==> src/design/lfr_pkg.sv <==
package lfr_pkg;

  // Table geometry defaults
  localparam int NUM_PAGES_DEF  = 32;
  localparam int STAMP_BITS_DEF = 16;

  // Fixed field widths
  localparam int ADDR_W     = 15;
  localparam int PAGE_W     = 5;
  localparam int FAULT_W    = 16;
  localparam int LIMIT_W    = 6;
  localparam int PSIZE_W    = 4;
  localparam int CFG_IDX_W  = 2;
  localparam int CFG_DATA_W = 6;

  // Smallest page is 1 KiB
  localparam logic [PSIZE_W-1:0] MIN_PAGE_SHIFT = 4'd10;
  localparam logic [FAULT_W-1:0] FAULT_TOP      = {FAULT_W{1'b1}};

  // Configuration register indexes
  localparam logic [CFG_IDX_W-1:0] CFG_FRAME_LIMIT    = 2'd0;
  localparam logic [CFG_IDX_W-1:0] CFG_PAGE_SIZE_LOG2 = 2'd1;
  localparam logic [CFG_IDX_W-1:0] CFG_POLICY_MODE    = 2'd2;

  // Configuration reset values
  localparam logic [LIMIT_W-1:0] FRAME_LIMIT_RST = 6'd4;
  localparam logic [PSIZE_W-1:0] PAGE_SIZE_RST   = 4'd10;
  localparam logic               POLICY_RST      = 1'b0;

  // Replacement policy codes
  localparam logic POLICY_LRU  = 1'b0;
  localparam logic POLICY_FIFO = 1'b1;

  typedef enum logic [1:0] {
    ST_IDLE,
    ST_LOOK,
    ST_SCAN,
    ST_EVICT
  } lfr_state_t;

  // Wavefront control that travels down the cell row
  typedef struct packed {
    logic vld;
    logic found;
  } scan_ctl_t;

  // Broadcast update command to all cells
  typedef struct packed {
    logic wr_en;
    logic clr_en;
  } cell_cmd_t;

endpackage

==> src/design/lfr_cell.sv <==
module lfr_cell #(
  parameter int IDX_W      = 5,
  parameter int STAMP_BITS = 16,
  parameter int CELL_IDX   = 0
) (
  input  logic                   clk,
  input  logic                   rst_n,
  input  lfr_pkg::cell_cmd_t     cmd,
  input  logic [IDX_W-1:0]       wr_idx,
  input  logic [IDX_W-1:0]       clr_idx,
  input  logic [STAMP_BITS-1:0]  wr_stamp,
  input  lfr_pkg::scan_ctl_t     ctl_in,
  input  logic [STAMP_BITS-1:0]  best_in,
  input  logic [IDX_W-1:0]       idx_in,
  output lfr_pkg::scan_ctl_t     ctl_out,
  output logic [STAMP_BITS-1:0]  best_out,
  output logic [IDX_W-1:0]       idx_out,
  output logic                   resident
);
  import lfr_pkg::*;

  localparam logic [IDX_W-1:0] MY_IDX = IDX_W'(CELL_IDX);

  logic                  resident_r, resident_nxt;
  logic [STAMP_BITS-1:0] stamp_r, stamp_nxt;
  scan_ctl_t             ctl_r, ctl_nxt;
  logic [STAMP_BITS-1:0] best_r, best_nxt;
  logic [IDX_W-1:0]      idx_r, idx_nxt;
  logic                  take;

  // Apply broadcast load and evict commands
  always_comb begin
    resident_nxt = resident_r;
    stamp_nxt    = stamp_r;
    if (cmd.wr_en && (wr_idx == MY_IDX)) begin
      resident_nxt = 1'b1;
      stamp_nxt    = wr_stamp;
    end
    if (cmd.clr_en && (clr_idx == MY_IDX)) begin
      resident_nxt = 1'b0;
    end
  end

  // Compare own stamp against the running oldest; strict less keeps lowest index
  always_comb begin
    take             = resident_r && (!ctl_in.found || (stamp_r < best_in));
    ctl_nxt.vld      = ctl_in.vld;
    ctl_nxt.found    = ctl_in.found || resident_r;
    best_nxt         = take ? stamp_r : best_in;
    idx_nxt          = take ? MY_IDX : idx_in;
  end

  always_ff @(posedge clk) begin
    if (!rst_n) begin
      resident_r <= 1'b0;
      ctl_r      <= '0;
    end else begin
      resident_r <= resident_nxt;
      ctl_r      <= ctl_nxt;
    end
  end

  always_ff @(posedge clk) begin
    stamp_r <= stamp_nxt;
    best_r  <= best_nxt;
    idx_r   <= idx_nxt;
  end

  assign ctl_out  = ctl_r;
  assign best_out = best_r;
  assign idx_out  = idx_r;
  assign resident = resident_r;

endmodule

==> src/design/lfr_chain.sv <==
module lfr_chain #(
  parameter int NUM_PAGES  = 32,
  parameter int STAMP_BITS = 16,
  parameter int IDX_W      = 5
) (
  input  logic                  clk,
  input  logic                  rst_n,
  input  lfr_pkg::cell_cmd_t    cmd,
  input  logic [IDX_W-1:0]      wr_idx,
  input  logic [IDX_W-1:0]      clr_idx,
  input  logic [STAMP_BITS-1:0] wr_stamp,
  input  logic                  scan_start,
  input  logic [IDX_W-1:0]      look_idx,
  output logic                  look_hit,
  output lfr_pkg::scan_ctl_t    scan_end,
  output logic [IDX_W-1:0]      victim_idx
);
  import lfr_pkg::*;

  scan_ctl_t             ctl_w  [NUM_PAGES+1];
  logic [STAMP_BITS-1:0] best_w [NUM_PAGES+1];
  logic [IDX_W-1:0]      idx_w  [NUM_PAGES+1];
  logic [NUM_PAGES-1:0]  res_vec;

  // Inject a fresh wavefront at the head of the row
  assign ctl_w[0].vld   = scan_start;
  assign ctl_w[0].found = 1'b0;
  assign best_w[0]      = '0;
  assign idx_w[0]       = '0;

  for (genvar k = 0; k < NUM_PAGES; k++) begin : g_cell
    lfr_cell #(
      .IDX_W      (IDX_W),
      .STAMP_BITS (STAMP_BITS),
      .CELL_IDX   (k)
    ) u_cell (
      .clk      (clk),
      .rst_n    (rst_n),
      .cmd      (cmd),
      .wr_idx   (wr_idx),
      .clr_idx  (clr_idx),
      .wr_stamp (wr_stamp),
      .ctl_in   (ctl_w[k]),
      .best_in  (best_w[k]),
      .idx_in   (idx_w[k]),
      .ctl_out  (ctl_w[k+1]),
      .best_out (best_w[k+1]),
      .idx_out  (idx_w[k+1]),
      .resident (res_vec[k])
    );
  end

  // Select the resident flag of the referenced page
  assign look_hit   = res_vec[look_idx];
  assign scan_end   = ctl_w[NUM_PAGES];
  assign victim_idx = idx_w[NUM_PAGES];

endmodule

==> src/design/lru_fifo_page_replacer.sv <==
// Channel  Direction  Handshake          Payload
// in_      input      in_valid/in_stall  in_virtual_address
// out_     output     out_valid/out_stall out_page_number, out_hit, out_evict_valid,
//                                         out_evicted_page, out_fault_count,
//                                         out_stamp_exhausted
// cfg_     input      cfg_wr_en          cfg_index, cfg_wdata
//
// A hit, or a miss with a free frame, is accepted in ST_IDLE, then looked up and
// updated in ST_LOOK. A miss that must evict goes through ST_SCAN to ST_EVICT;
// the oldest-stamp search runs as a wavefront through the NUM_PAGES cells, one
// cell a cycle. One transaction is in flight at a time; the result register
// frees the input side while a finished result waits; a stalled output holds the
// update back. Reset is synchronous; the table comes up empty, no clearing pass.
module lru_fifo_page_replacer #(
  parameter int NUM_PAGES  = lfr_pkg::NUM_PAGES_DEF,
  parameter int STAMP_BITS = lfr_pkg::STAMP_BITS_DEF
) (
  input  logic                          clk,
  input  logic                          rst_n,
  input  logic                          in_valid,
  output logic                          in_stall,
  input  logic [lfr_pkg::ADDR_W-1:0]    in_virtual_address,
  output logic                          out_valid,
  input  logic                          out_stall,
  output logic [lfr_pkg::PAGE_W-1:0]    out_page_number,
  output logic                          out_hit,
  output logic                          out_evict_valid,
  output logic [lfr_pkg::PAGE_W-1:0]    out_evicted_page,
  output logic [lfr_pkg::FAULT_W-1:0]   out_fault_count,
  output logic                          out_stamp_exhausted,
  input  logic                          cfg_wr_en,
  input  logic [lfr_pkg::CFG_IDX_W-1:0] cfg_index,
  input  logic [lfr_pkg::CFG_DATA_W-1:0] cfg_wdata
);
  import lfr_pkg::*;

  localparam int IDX_W = $clog2(NUM_PAGES);
  localparam int CNT_W = $clog2(NUM_PAGES + 1);
  localparam int CMP_W = (CNT_W > LIMIT_W) ? CNT_W : LIMIT_W;
  localparam int MOD_W = 14;
  localparam logic [MOD_W-1:0]      NP_M      = MOD_W'(NUM_PAGES);
  localparam logic [STAMP_BITS-1:0] STAMP_TOP = {STAMP_BITS{1'b1}};
  localparam logic [STAMP_BITS-1:0] STAMP_ONE = STAMP_BITS'(1);

  // Configuration
  logic [LIMIT_W-1:0] frame_limit_r;
  logic [PSIZE_W-1:0] page_size_log2_r;
  logic               policy_mode_r;

  // Control state
  lfr_state_t         state_r, state_nxt;
  logic [CNT_W-1:0]   count_r, count_nxt;
  logic [STAMP_BITS-1:0] stamp_clk_r, stamp_clk_nxt;
  logic [FAULT_W-1:0] fault_r, fault_nxt;
  logic               out_valid_r, out_valid_nxt;

  // Per-transaction payload
  logic [IDX_W-1:0]   page_idx_r;
  logic [PAGE_W-1:0]  page_num_r;
  logic [IDX_W-1:0]   victim_r;
  logic               found_r;
  logic [PAGE_W-1:0]  page_num_nxt;
  logic [PAGE_W-1:0]  out_page_number_r;
  logic               out_hit_r;
  logic               out_evict_valid_r;
  logic [PAGE_W-1:0]  out_evicted_page_r;
  logic [FAULT_W-1:0] out_fault_count_r;
  logic               out_stamp_exhausted_r;

  // Datapath signals
  logic               accept;
  logic               out_free;
  logic [PSIZE_W-1:0] shift;
  logic [PAGE_W-1:0]  page_raw;
  logic [MOD_W-1:0]   mod_rem;
  logic [LIMIT_W-1:0] limit;
  logic               table_full;
  logic               look_hit;
  logic               need_evict;
  logic               scan_start;
  logic               commit;
  logic               evicting;
  logic               do_stamp;
  scan_ctl_t          scan_end;
  logic [IDX_W-1:0]   victim_idx;
  cell_cmd_t          cmd;

  assign accept   = in_valid && !in_stall;
  assign out_free = !out_valid_r || !out_stall;

  // Derive page number: shift out the page offset, wrap into the table
  always_comb begin
    shift    = (page_size_log2_r < MIN_PAGE_SHIFT) ? MIN_PAGE_SHIFT : page_size_log2_r;
    page_raw = PAGE_W'(in_virtual_address >> shift);
    mod_rem  = MOD_W'(page_raw);
    for (int j = PAGE_W - 1; j >= 0; j--) begin
      if (mod_rem >= (NP_M << j)) begin
        mod_rem = mod_rem - (NP_M << j);
      end
    end
    page_num_nxt = PAGE_W'(mod_rem);
  end

  // Occupancy check against the frame limit
  always_comb begin
    limit      = (frame_limit_r == '0) ? LIMIT_W'(1) : frame_limit_r;
    table_full = CMP_W'(count_r) >= CMP_W'(limit);
    need_evict = !look_hit && table_full;
  end

  // Next state
  always_comb begin
    state_nxt = state_r;
    unique case (state_r)
      ST_IDLE: begin
        if (accept) state_nxt = ST_LOOK;
      end
      ST_LOOK: begin
        if (need_evict) state_nxt = ST_SCAN;
        else if (out_free) state_nxt = ST_IDLE;
      end
      ST_SCAN: begin
        if (scan_end.vld) state_nxt = ST_EVICT;
      end
      ST_EVICT: begin
        if (out_free) state_nxt = ST_IDLE;
      end
      default: state_nxt = ST_IDLE;
    endcase
  end

  // State outputs
  always_comb begin
    in_stall   = 1'b1;
    scan_start = 1'b0;
    commit     = 1'b0;
    evicting   = 1'b0;
    unique case (state_r)
      ST_IDLE: begin
        in_stall = 1'b0;
      end
      ST_LOOK: begin
        scan_start = need_evict;
        commit     = !need_evict && out_free;
      end
      ST_SCAN: begin
        scan_start = 1'b0;
      end
      ST_EVICT: begin
        commit   = out_free;
        evicting = found_r;
      end
      default: in_stall = 1'b1;
    endcase
  end

  // Table update and running counters
  always_comb begin
    do_stamp      = !look_hit || (policy_mode_r == POLICY_LRU);
    cmd.wr_en     = commit && do_stamp;
    cmd.clr_en    = commit && evicting;
    stamp_clk_nxt = stamp_clk_r;
    fault_nxt     = fault_r;
    count_nxt     = count_r;
    if (commit && do_stamp && (stamp_clk_r != STAMP_TOP)) begin
      stamp_clk_nxt = stamp_clk_r + STAMP_ONE;
    end
    if (commit && !look_hit) begin
      if (fault_r != FAULT_TOP) fault_nxt = fault_r + FAULT_W'(1);
      if (!evicting) count_nxt = count_r + CNT_W'(1);
    end
    out_valid_nxt = commit || (out_valid_r && out_stall);
  end

  lfr_chain #(
    .NUM_PAGES  (NUM_PAGES),
    .STAMP_BITS (STAMP_BITS),
    .IDX_W      (IDX_W)
  ) u_chain (
    .clk        (clk),
    .rst_n      (rst_n),
    .cmd        (cmd),
    .wr_idx     (page_idx_r),
    .clr_idx    (victim_r),
    .wr_stamp   (stamp_clk_r),
    .scan_start (scan_start),
    .look_idx   (page_idx_r),
    .look_hit   (look_hit),
    .scan_end   (scan_end),
    .victim_idx (victim_idx)
  );

  // Control registers and configuration
  always_ff @(posedge clk) begin
    if (!rst_n) begin
      state_r          <= ST_IDLE;
      count_r          <= '0;
      stamp_clk_r      <= STAMP_ONE;
      fault_r          <= '0;
      out_valid_r      <= 1'b0;
      frame_limit_r    <= FRAME_LIMIT_RST;
      page_size_log2_r <= PAGE_SIZE_RST;
      policy_mode_r    <= POLICY_RST;
    end else begin
      state_r     <= state_nxt;
      count_r     <= count_nxt;
      stamp_clk_r <= stamp_clk_nxt;
      fault_r     <= fault_nxt;
      out_valid_r <= out_valid_nxt;
      if (cfg_wr_en) begin
        unique case (cfg_index)
          CFG_FRAME_LIMIT:    frame_limit_r    <= LIMIT_W'(cfg_wdata);
          CFG_PAGE_SIZE_LOG2: page_size_log2_r <= PSIZE_W'(cfg_wdata);
          CFG_POLICY_MODE:    policy_mode_r    <= cfg_wdata[0];
          default: ;
        endcase
      end
    end
  end

  // Capture transaction payload, search result and finished result
  always_ff @(posedge clk) begin
    if (accept) begin
      page_num_r <= page_num_nxt;
      page_idx_r <= IDX_W'(page_num_nxt);
    end
    if ((state_r == ST_SCAN) && scan_end.vld) begin
      victim_r <= victim_idx;
      found_r  <= scan_end.found;
    end
    if (commit) begin
      out_page_number_r     <= page_num_r;
      out_hit_r             <= look_hit;
      out_evict_valid_r     <= evicting;
      out_evicted_page_r    <= evicting ? PAGE_W'(victim_r) : '0;
      out_fault_count_r     <= fault_nxt;
      out_stamp_exhausted_r <= (stamp_clk_nxt == STAMP_TOP);
    end
  end

  assign out_valid           = out_valid_r;
  assign out_page_number     = out_page_number_r;
  assign out_hit             = out_hit_r;
  assign out_evict_valid     = out_evict_valid_r;
  assign out_evicted_page    = out_evicted_page_r;
  assign out_fault_count     = out_fault_count_r;
  assign out_stamp_exhausted = out_stamp_exhausted_r;

endmodule

==> config.mk <==
export PLATFORM = sky130hd
export DESIGN_NAME = lru_fifo_page_replacer
export DESIGN_NICKNAME = d
export VERILOG_FILES = /design/src/design/lfr_pkg.sv /design/src/design/lfr_cell.sv /design/src/design/lfr_chain.sv /design/src/design/lru_fifo_page_replacer.sv
export SDC_FILE = /design/constraint.sdc
export NUM_CORES = 2
export LEC_CHECK = 0
export BUFFER_PORTS_ARGS = -buffer_cell sky130_fd_sc_hd__buf_2
export CAP_MARGIN = 20
export CORE_AREA = 2 2 320 322
export CTS_BUF_LIST = sky130_fd_sc_hd__clkbuf_4
export CTS_CLUSTER_DIAMETER = 100
export DETAILED_ROUTE_END_ITERATION = 12
export DIE_AREA = 0 0 322 324
export HOLD_SLACK_MARGIN = 0.08
export PLACE_DENSITY = 0.88
export REMOVE_ABC_BUFFERS = 1
export SYNTH_ARGS = -nofsm -noshare
export SYNTH_HDL_FRONTEND = slang
export SYNTH_HIERARCHICAL = 1
export SYNTH_SLANG_ARGS = --single-unit
==> constraint.sdc <==
create_clock -name clk -period 6.1 [get_ports clk]
set_input_delay 0.61 -clock clk [delete_from_list [all_inputs] [get_ports clk]]
set_output_delay 0.61 -clock clk [all_outputs]
set_load 0.01 [all_outputs]
==> results.ini <==
[status]
run_status = completed

[sta]
slew_viol_final = 0
tns_ns = 0
hold_viol = 0
rsz0062_at_grt = no
fin_crit_ns = 4.99
final.setup_skew_ns = 0.114
fmax_mhz = 201
setup_viol = 0
holdWs_ns = 0.281
tightest_slew_ns = 1.16
relSlewSlack = 0.220
period_share = 0.817

[pwr]
p_sw_frac = 0.253
clkPwrFrac = 0.370
p_sw_uw = 5230
p_leak_uw = 0.0284
internal-power_uw = 15400
ir_drop_mv = 0.237
pwr-share-seq = 0.510
combinationalPowerShare = 0.120
p_per_area_mw_per_mm2 = 316

[clock_network]
cts_hold_buf = 25
clkSlewWorstSetupHoldPaths_ns = 0.08
clkSinkCount = 1356
cts_buffer_depth = 4
cts_htree_levels = 5
cts_setup_buffers = 0
cts_buffers = 338
insertion_delay_ns = 1.20
ctsResizeCount = 0
tritoncts = yes
cts_root_buffer = clkbuf_4

[worst_setup_path]
required_ns = 6.83
cp.arrival_ns = 5.72
crit_start = page_num_r[1]
ff2ff_path_depth = 16
rrSetupSlack_ns = 1.11
path_depth = 16
cp-end-kind = register
crit_slowest_cell = and3_1
crit_chain = buf_4 > buf_4 > mux2i_1 > a22oi_1 > nand3_1 > nand2_1 > a311o_1 > buf_4 > nor2_1 > o21ai_0 > a41o_1 > nand2_1 > nor2_2 > buf_4 > nor4bb_1 > and3_1
worstReg2RegEnd = u_chain/g_cell[7].u_cell/stamp_r[7]
rr_startpoint = page_num_r[1]
crit_family = simple AND/OR/NAND/NOR gates
crit_path_max_incr_delay_ns = 0.74
critPathLaunchType = register
crit_type = register to register
critPathMostFrequentCell = buf_4
cp_max_fo = 20
crit_buf_inv = 4
crit_end = u_chain/g_cell[7].u_cell/stamp_r[7]

[route]
highest_layer = met5
drtAntennaViolNets = 0
vias_per_cell = 5.73
wl_met3_um = 9650
wl_per_cell_um = 20.6
wl_met2_um = 66800
drtIter0Drc = 3123
routed_wl_um = 134000
dr_total_vias = 37300
drc = 0
drt_first_pass_iters = 8
wl_met1_um = 50500

[global_route]
grt_pass1_vias = 39400
grt_overflow = 0
antenna_found_initial = 9
grt_pass1_wl_um = 206000
grtUsageTotal = 0.253
grt_max_degree = 74

[finish]
fillers = 6539
drive_above_1_share = 0.251
area_growth_pct = 11.4
fin_nets = 5446
ff_latch_area_mm2 = 0.0327
multi_input_area_mm2 = 0.0235

[hold_path]
min_path_type = primary input to register
hold_start = cfg_wdata[2]

[yosys]
synth_area_mm2 = 0.0586
avgSynthCellArea_um2 = 13.1
synth_warnings = 6
synthesis.instances = 4470

[place]
gp_congestion = 0.866
io_buffers = 48
hpwlAfterDp_um = 84200

[run]
cap_violations = 0

[floorplanning]
ioPinCount = 59
start_util = 0.580
rows = 117
core_mm2 = 0.101
die_area_mm2 = 0.104
die_x_um = 322
die_height_um = 324

-- layout by cell type, fill, tap and decap left out, types with 106 or more instances in the layout --
cell type / n
mux2_4: 465
nand2b_1: 115
clkbuf_4: 503
inv_1: 496
and2_1: 127
dfxtp_1: 788
o21ai_0: 106
ha_1: 489
edfxtp_1: 552
nand2_1: 219
a21oi_1: 188
nor2_1: 146
-- power groups by stage --
stage,logic (µW),registers [µW],clock network (µW)
2_1_floorplan,1790,10500,0
3_3_place_gp,2180,10700,0
3_5_place_dp,2360,10700,0
4_1_cts,2440,10500,7750
5_1_grt,2710,10600,8230
6_report,2480,10500,7630
-- cell type report --
| cell class | instances | area share |
|---|---|---|
| sequential | 1356 | 0.501 |
| multi-input combinational | 2575 | 0.360 |
| clock buffer | 503 | 0.0578 |
| inverter | 497 | 0.0286 |
| tap | 1309 | 0.0251 |
| timing repair buffer | 161 | 0.0184 |
| clock inverter | 100 | 0.00880 |
| antenna | 4 | 0.000153 |
-- metal layers --
metal,vias up,global-route usage
met5,-,0
li1,17000,-
met4,8,0.145
met3,483,0.0614
met1,18100,0.283
met2,1618,0.443
-- sequential cells by signal, summed over array words and instances, names as in the netlist --
signal,cells
u_chain/g_cell.u_cell/best_out,496
policy_mode_r,1
u_chain/g_cell.u_cell/resident,32
page_num_r,5
out_valid,1
out_evicted_page,5
frame_limit_r,6
out_stamp_exhausted,1
u_chain/g_cell.u_cell/idx_out,160
page_size_log2_r,4
out_evict_valid,1
out_page_number,5
out_hit,1
out_fault_count,16
state_r,2
count_r,6
u_chain/g_cell.u_cell/ctl_out,64
victim_r,5
stamp_clk_r,16
fault_r,16
u_chain/g_cell.u_cell/stamp_r,512
found_r,1
-- through the flow --
| stage | util | power, µW | cell area, µm² | setup slack (ns) | instances |
|---|---|---|---|---|---|
| after detailed placement | 0.600 | 13100 | 60600 | 1.42 | 5870 |
| after CTS | 0.646 | 20700 | 65200 | 1.33 | 6498 |
| final | 0.646 | 20700 | 65300 | 1.11 | 6505 |
| after global routing | 0.646 | 21500 | 65300 | 0.901 | 6503 |
| after global placement | 0.600 | 12900 | 60600 | 1.48 | 5869 |
| after floorplan | - | 12300 | 57900 | 0.201 | 4428 |
-- worst min-delay path by stage --
stage | end | depth (start not counted) | slack (ns)
after floorplan | found_r | 0 | 0.39
after global placement | u_chain/g_cell[30].u_cell/idx_out[4] | 1 | 0.39
after detailed placement | u_chain/g_cell[22].u_cell/idx_out[1] | 1 | 0.39
after CTS | frame_limit_r[3] | 4 | 0.17
after global routing | frame_limit_r[3] | 4 | 0.26
final | frame_limit_r[2] | 4 | 0.28
-- tightest hold or removal path, stage by stage --
cell	delay [ns]
dlygate4sd3_1	0.52
buf_2	0.11
nand2_1	0.06
o211ai_1	0.10
Note: power is estimated with default switching activity, not from simulation.
